## config.mk

```make
export PLATFORM = sky130hd
export DESIGN_NAME = pde_front
export DESIGN_NICKNAME = d
export VERILOG_FILES = /design/src/design/pde_pkg.sv /design/src/design/pde_front.sv
export SDC_FILE = /design/constraint.sdc
export NUM_CORES = 1
export LEC_CHECK = 0
export ABC_AREA = 1
export BUFFER_PORTS_ARGS = -buffer_cell sky130_fd_sc_hd__buf_2
export CORE_MARGIN = 10
export CORE_UTILIZATION = 50
export DETAILED_ROUTE_END_ITERATION = 6
export GPL_TIMING_DRIVEN = 0
export HOLD_SLACK_MARGIN = 0.06
export PLACE_DENSITY = 0.81
export SKIP_CTS_REPAIR_TIMING = 1
export SLEW_MARGIN = 10
export SYNTH_ARGS = -nofsm -noshare
export SYNTH_HDL_FRONTEND = slang
export SYNTH_SLANG_ARGS = --single-unit
```

## constraint.sdc

```tcl
create_clock -name clk -period 4.2 [get_ports clk]
set_input_delay 0.84 -clock clk [delete_from_list [all_inputs] [get_ports clk]]
set_output_delay 0.84 -clock clk [all_outputs]
set_load 0.05 [all_outputs]
```

## src/design/pde_pkg.sv

```systemverilog
// Shared types and constants for the playout delay estimator.
`default_nettype none

package pde_pkg;

    // Field widths
    localparam int SKEW_W  = 32;
    localparam int DELAY_W = 32;
    localparam int FRAC_W  = 16;
    localparam int ACC_W   = SKEW_W + FRAC_W;   // smoothed delay, unsigned 32.16

    // Default window depth of the skew ring
    localparam int WINDOW_DEPTH_DEF = 256;

    // Entries in the queue between front and back end (power of two)
    localparam int QUEUE_DEPTH = 4;

    // Action codes on the input channel
    localparam logic ACTION_SAMPLE = 1'b0;
    localparam logic ACTION_TICK   = 1'b1;

    // Smoothing: delay = (max + 124 * delay) / 125
    localparam int WEIGHT_OLD = 124;
    localparam int DIVISOR    = 125;
    localparam int REM_W      = 7;              // remainder always below 125
    localparam int DIVIDEND_W = ACC_W + 8;      // (max << 16) + 124 * delay

    // Divide by 125 a 14-bit digit per step; each partial dividend is below
    // 125 * 2^14 < 2^21, where the reciprocal product below is exact
    localparam int DIGIT_W     = 14;
    localparam int DIV_STEPS   = DIVIDEND_W / DIGIT_W;
    localparam int RECIP_MUL   = 2147484;       // ceil(2^28 / 125)
    localparam int RECIP_SHIFT = 28;

    // Classified item handed from front to back end
    typedef struct packed {
        logic              tick;
        logic [SKEW_W-1:0] skew;
    } item_t;

endpackage

`default_nettype wire

```

## src/design/pde_front.sv

```systemverilog
// Front end: accepts items, classifies them and queues them for the back end.
`default_nettype none

module pde_front (
    input  wire logic                        clk,
    input  wire logic                        rst_n,
    input  wire logic                        item_valid,
    output logic                             item_ready,
    input  wire logic                        action,
    input  wire logic [pde_pkg::SKEW_W-1:0]  skew_sample,
    output logic                             q_valid,
    output pde_pkg::item_t                   q_item,
    input  wire logic                        q_pop
);

    localparam int QA = $clog2(pde_pkg::QUEUE_DEPTH);
    localparam int QC = $clog2(pde_pkg::QUEUE_DEPTH + 1);

    pde_pkg::item_t queue_reg [pde_pkg::QUEUE_DEPTH];
    logic [QA-1:0]  wr_ptr_reg, wr_ptr_next;
    logic [QA-1:0]  rd_ptr_reg, rd_ptr_next;
    logic [QC-1:0]  count_reg, count_next;
    logic           push;
    pde_pkg::item_t push_item;

    // Classify the incoming transaction
    always_comb
    begin
        push_item.tick = (action == pde_pkg::ACTION_TICK);
        push_item.skew = skew_sample;
    end

    assign item_ready = (count_reg != QC'(pde_pkg::QUEUE_DEPTH));
    assign push       = item_valid && item_ready;
    assign q_valid    = (count_reg != '0);
    assign q_item     = queue_reg[rd_ptr_reg];

    // Pointer and fill level update
    always_comb
    begin
        wr_ptr_next = wr_ptr_reg;
        rd_ptr_next = rd_ptr_reg;
        count_next  = count_reg;
        if (push)
        begin
            wr_ptr_next = (wr_ptr_reg == QA'(pde_pkg::QUEUE_DEPTH - 1)) ? '0 : wr_ptr_reg + 1'b1;
        end
        if (q_pop)
        begin
            rd_ptr_next = (rd_ptr_reg == QA'(pde_pkg::QUEUE_DEPTH - 1)) ? '0 : rd_ptr_reg + 1'b1;
        end
        if (push && !q_pop)
        begin
            count_next = count_reg + 1'b1;
        end
        else if (!push && q_pop)
        begin
            count_next = count_reg - 1'b1;
        end
    end

    always_ff @(posedge clk or negedge rst_n)
    begin
        if (!rst_n)
        begin
            wr_ptr_reg <= '0;
            rd_ptr_reg <= '0;
            count_reg  <= '0;
        end
        else
        begin
            wr_ptr_reg <= wr_ptr_next;
            rd_ptr_reg <= rd_ptr_next;
            count_reg  <= count_next;
        end
    end

    // Queue storage, no reset needed
    always_ff @(posedge clk)
    begin
        if (push)
        begin
            queue_reg[wr_ptr_reg] <= push_item;
        end
    end

    // Checks
    a_pop_not_empty: assert property (@(posedge clk) disable iff (!rst_n)
        q_pop |-> count_reg != '0)
        else $error("queue popped while empty");

    a_fill_bounded: assert property (@(posedge clk) disable iff (!rst_n)
        count_reg <= QC'(pde_pkg::QUEUE_DEPTH))
        else $error("queue fill level out of range");

    a_fill_tracks: assert property (@(posedge clk) disable iff (!rst_n)
        (push && !q_pop) |=> count_reg == $past(count_reg) + 1'b1)
        else $error("queue fill level lost a push");

endmodule

`default_nettype wire

```

==> flow_metrics.py <==
metrics = {
    "status": {
        "status": "completed",
    },
    "placement": {
        "place_area_um2": 6352,
        "place.port_buffers": 71,
        "hpwlAfterDp_mm": 7.842,
        "gp_congestion": 0.7395,
    },
    "drt": {
        "viasPerCell": 5.152,
        "first_pass_iters": 4,
        "drc": 0,
        "routed_wl_mm": 12.10,
        "ant_nets": 0,
        "drt-wirelength-per-cell_um": 17.54,
        "vias": 3555,
        "drtIter0Drc": 286,
    },
    "grt": {
        "grtUsageTotal": 0.1516,
        "grt-ovfl-total": 0,
        "antenna_found_initial": 1,
        "grt_max_degree": 19,
        "grt_pass1_vias": 3855,
        "grt_first_pass_wirelength_mm": 18.87,
    },
    "synth": {
        "synth_nets": 486,
        "ys_ff_latch": 139,
        "syn_inst": 442,
        "synth_warnings": 0,
        "synth-seq-area-share": 0.7285,
        "synth_area_um2": 5682,
        "synth_cell_types": 18,
        "syn_avg_cell_area_um2": 12.85,
    },
    "sta": {
        "rsz0062_at_grt": "no",
        "setup_viol": 0,
        "drv_slew": 0,
        "relSlewSlack": 0.5778,
        "finalSetupTns_ns": 0,
        "hold_violations": 0,
        "fin_crit_ns": 2.767,
        "skew_ns": 0.01066,
        "tightestPinTransition_ns": 0.6318,
        "holdWs_ns": 0.2530,
        "period_share": 0.6588,
        "fmax_ghz": 0.3614,
    },
    "clock_network": {
        "root_buffer": "clkbuf_16",
        "clockBufferDepth": 2,
        "cts.sinks": 139,
        "numCtsBuffers": 17,
        "clkLatencyLatePin_ns": 0.40,
        "path_clk_slew_ns": 0.06,
        "cts_tree": "built",
        "cts_htree_levels": 4,
    },
    "cells_and_area": {
        "final_cell_mix": "edfxtp_1, nand2_1, buf_2",
        "final_nets": 580,
        "post-route-util": 0.6344,
        "final_common_cell": "edfxtp_1",
        "largest_reg_flops": 132,
        "area_delta_synth_final_pct": 22.64,
        "drive_gt1_frac": 0.2404,
        "nFillCells": 790,
        "fin_area_um2": 6968,
    },
    "setup_path": {
        "worstPathCellList": "inv_2 > clkbuf_1 > nand2_1 > o211ai_1 > nand2_1 > buf_2",
        "critPathLaunchType": "flip-flop",
        "max_stage_delay_ns": 0.43,
        "cp_num_buf_inv": 3,
        "worst-setup-path-type": "flip-flop to output port",
        "crit_family": "buffers and inverters",
        "cp.required_ns": 3.36,
        "cpMostUsedCell": "nand2_1",
        "cp_slowest_cell": "clkbuf_1",
        "cp-end-kind": "output port",
        "path_max_fanout": 10,
        "arrival_ns": 1.93,
    },
    "die": {
        "initial_core_util": 0.5173,
        "io_pins": 72,
        "design.core.area_um2": 10980,
        "die_area_um2": 16030,
        "rows": 38,
        "die_x_um": 126.6,
        "die_h_um": 126.6,
    },
    "flow_run": {
        "cap_violations": 0,
    },
    "power": {
        "vdd_drop_max_mv": 0.4168,
        "power_density_nw_per_um2": 826.6,
        "p_leak_nw": 2.899,
    },
    "min_path": {
        "hold_path.class": "input port to asynchronous set/reset pin",
    },
}
[synth_stat cells]
library cell / instances / area [µm²]
buf_2: 12 / 60.06
buf_4: 1 / 7.510
buf_6: 7 / 78.83
clkbuf_1: 1 / 3.750
dfrtp_1: 7 / 175.2
edfxtp_1: 132 / 3964
fa_1: 1 / 20.02
ha_1: 6 / 75.07
inv_1: 80 / 300.3
inv_2: 2 / 7.510
nand2_1: 112 / 420.4
nand3_1: 5 / 25.02
nand4_1: 1 / 6.260
nor2_1: 5 / 18.77
o211ai_1: 66 / 495.5
o21ai_0: 1 / 5.000
o21ai_1: 2 / 10.01
xnor2_1: 1 / 8.760
[worst register-to-register path, stage by stage (launching register included)]
cell and delay, ns:
dfrtp_1 0.43, inv_1 0.11, nand3_1 0.15, nand2_1 0.38, inv_1 0.09, ha_1 0.21
inv_1 0.09, fa_1 0.42, nand2_1 0.09, o21ai_0 0.12
[power breakdown]
part | internal, W | switching (W) | total, W
Sequential | 0.00182 | 0.0000826 | 0.00191
Combinational | 0.000593 | 0.00175 | 0.00235
Clock | 0.000944 | 0.000564 | 0.00151
Total | 0.00336 | 0.00240 | 0.00576
[routing by layer]
metal / global-route usage / vias to the layer above / wire [µm]
met5: 0 / - / 0
met4: 0.06631 / 0 / 212
met3: 0.04790 / 21 / 992
met2: 0.2700 / 131 / 6406
met1: 0.1610 / 1685 / 4491
li1: - / 1718 / -
[stage by stage]
step           worst slack (ns)  power (W)  std cells
2_1_floorplan             1.159   0.003594        442
3_3_place_gp             0.1349   0.004158        653
3_5_place_dp              1.820   0.004283        657
4_1_cts                   1.393   0.005806        689
5_1_grt                   1.289   0.006027        689
6_report                  1.433   0.005760        690
[cells by family (layout without fill, tap and decap cells)]
logic type | count (synthesis) | in the layout | synth area share
AND/OR/NAND/NOR | 123 | 123 | 0.08280
buffers and inverters | 103 | 210 | 0.08060
XOR/XNOR | 1 | 1 | 0.001542
other | 0 | 1 | 0
adder cells (fa/ha/maj) | 7 | 7 | 0.01674
AO/OA/AOI/OAI | 69 | 69 | 0.08985
flip-flops | 139 | 139 | 0.7285
[layout make-up]
cell class | count | area, µm² | area share
Sequential cell | 139 | 4139 | 0.5940
Multi-Input combinational cell | 200 | 1115 | 0.1600
Timing Repair Buffer | 75 | 465.4 | 0.06680
Clock buffer | 17 | 425.4 | 0.06105
Inverter | 82 | 307.8 | 0.04417
Clock inverter | 15 | 187.7 | 0.02693
Tap cell | 140 | 175.2 | 0.02514
Buffer | 21 | 150.1 | 0.02155
Antenna cell | 1 | 2.502 | 0.0003591
[path summary, 6_finish.rpt]
| check | from | endpoint | slack (ns) | depth (start not counted) |
|---|---|---|---|---|
| worst max-delay path | rd_ptr_reg[0] | q_item[18] | 1.43 | 6 |
| worst min-delay path | rst_n | count_reg[2] | 0.25 | 1 |
| worst max register to register | count_reg[0] | count_reg[1] | 1.99 | 9 |
| max in group asynchronous | rst_n | count_reg[0] | 3.79 | 1 |
| worst min register to register | count_reg[2] | count_reg[2] | 0.50 | 2 |
| min in group clk | count_reg[2] | count_reg[2] | 0.50 | 2 |
No activity file was read; power rests on OpenSTA's default activity.
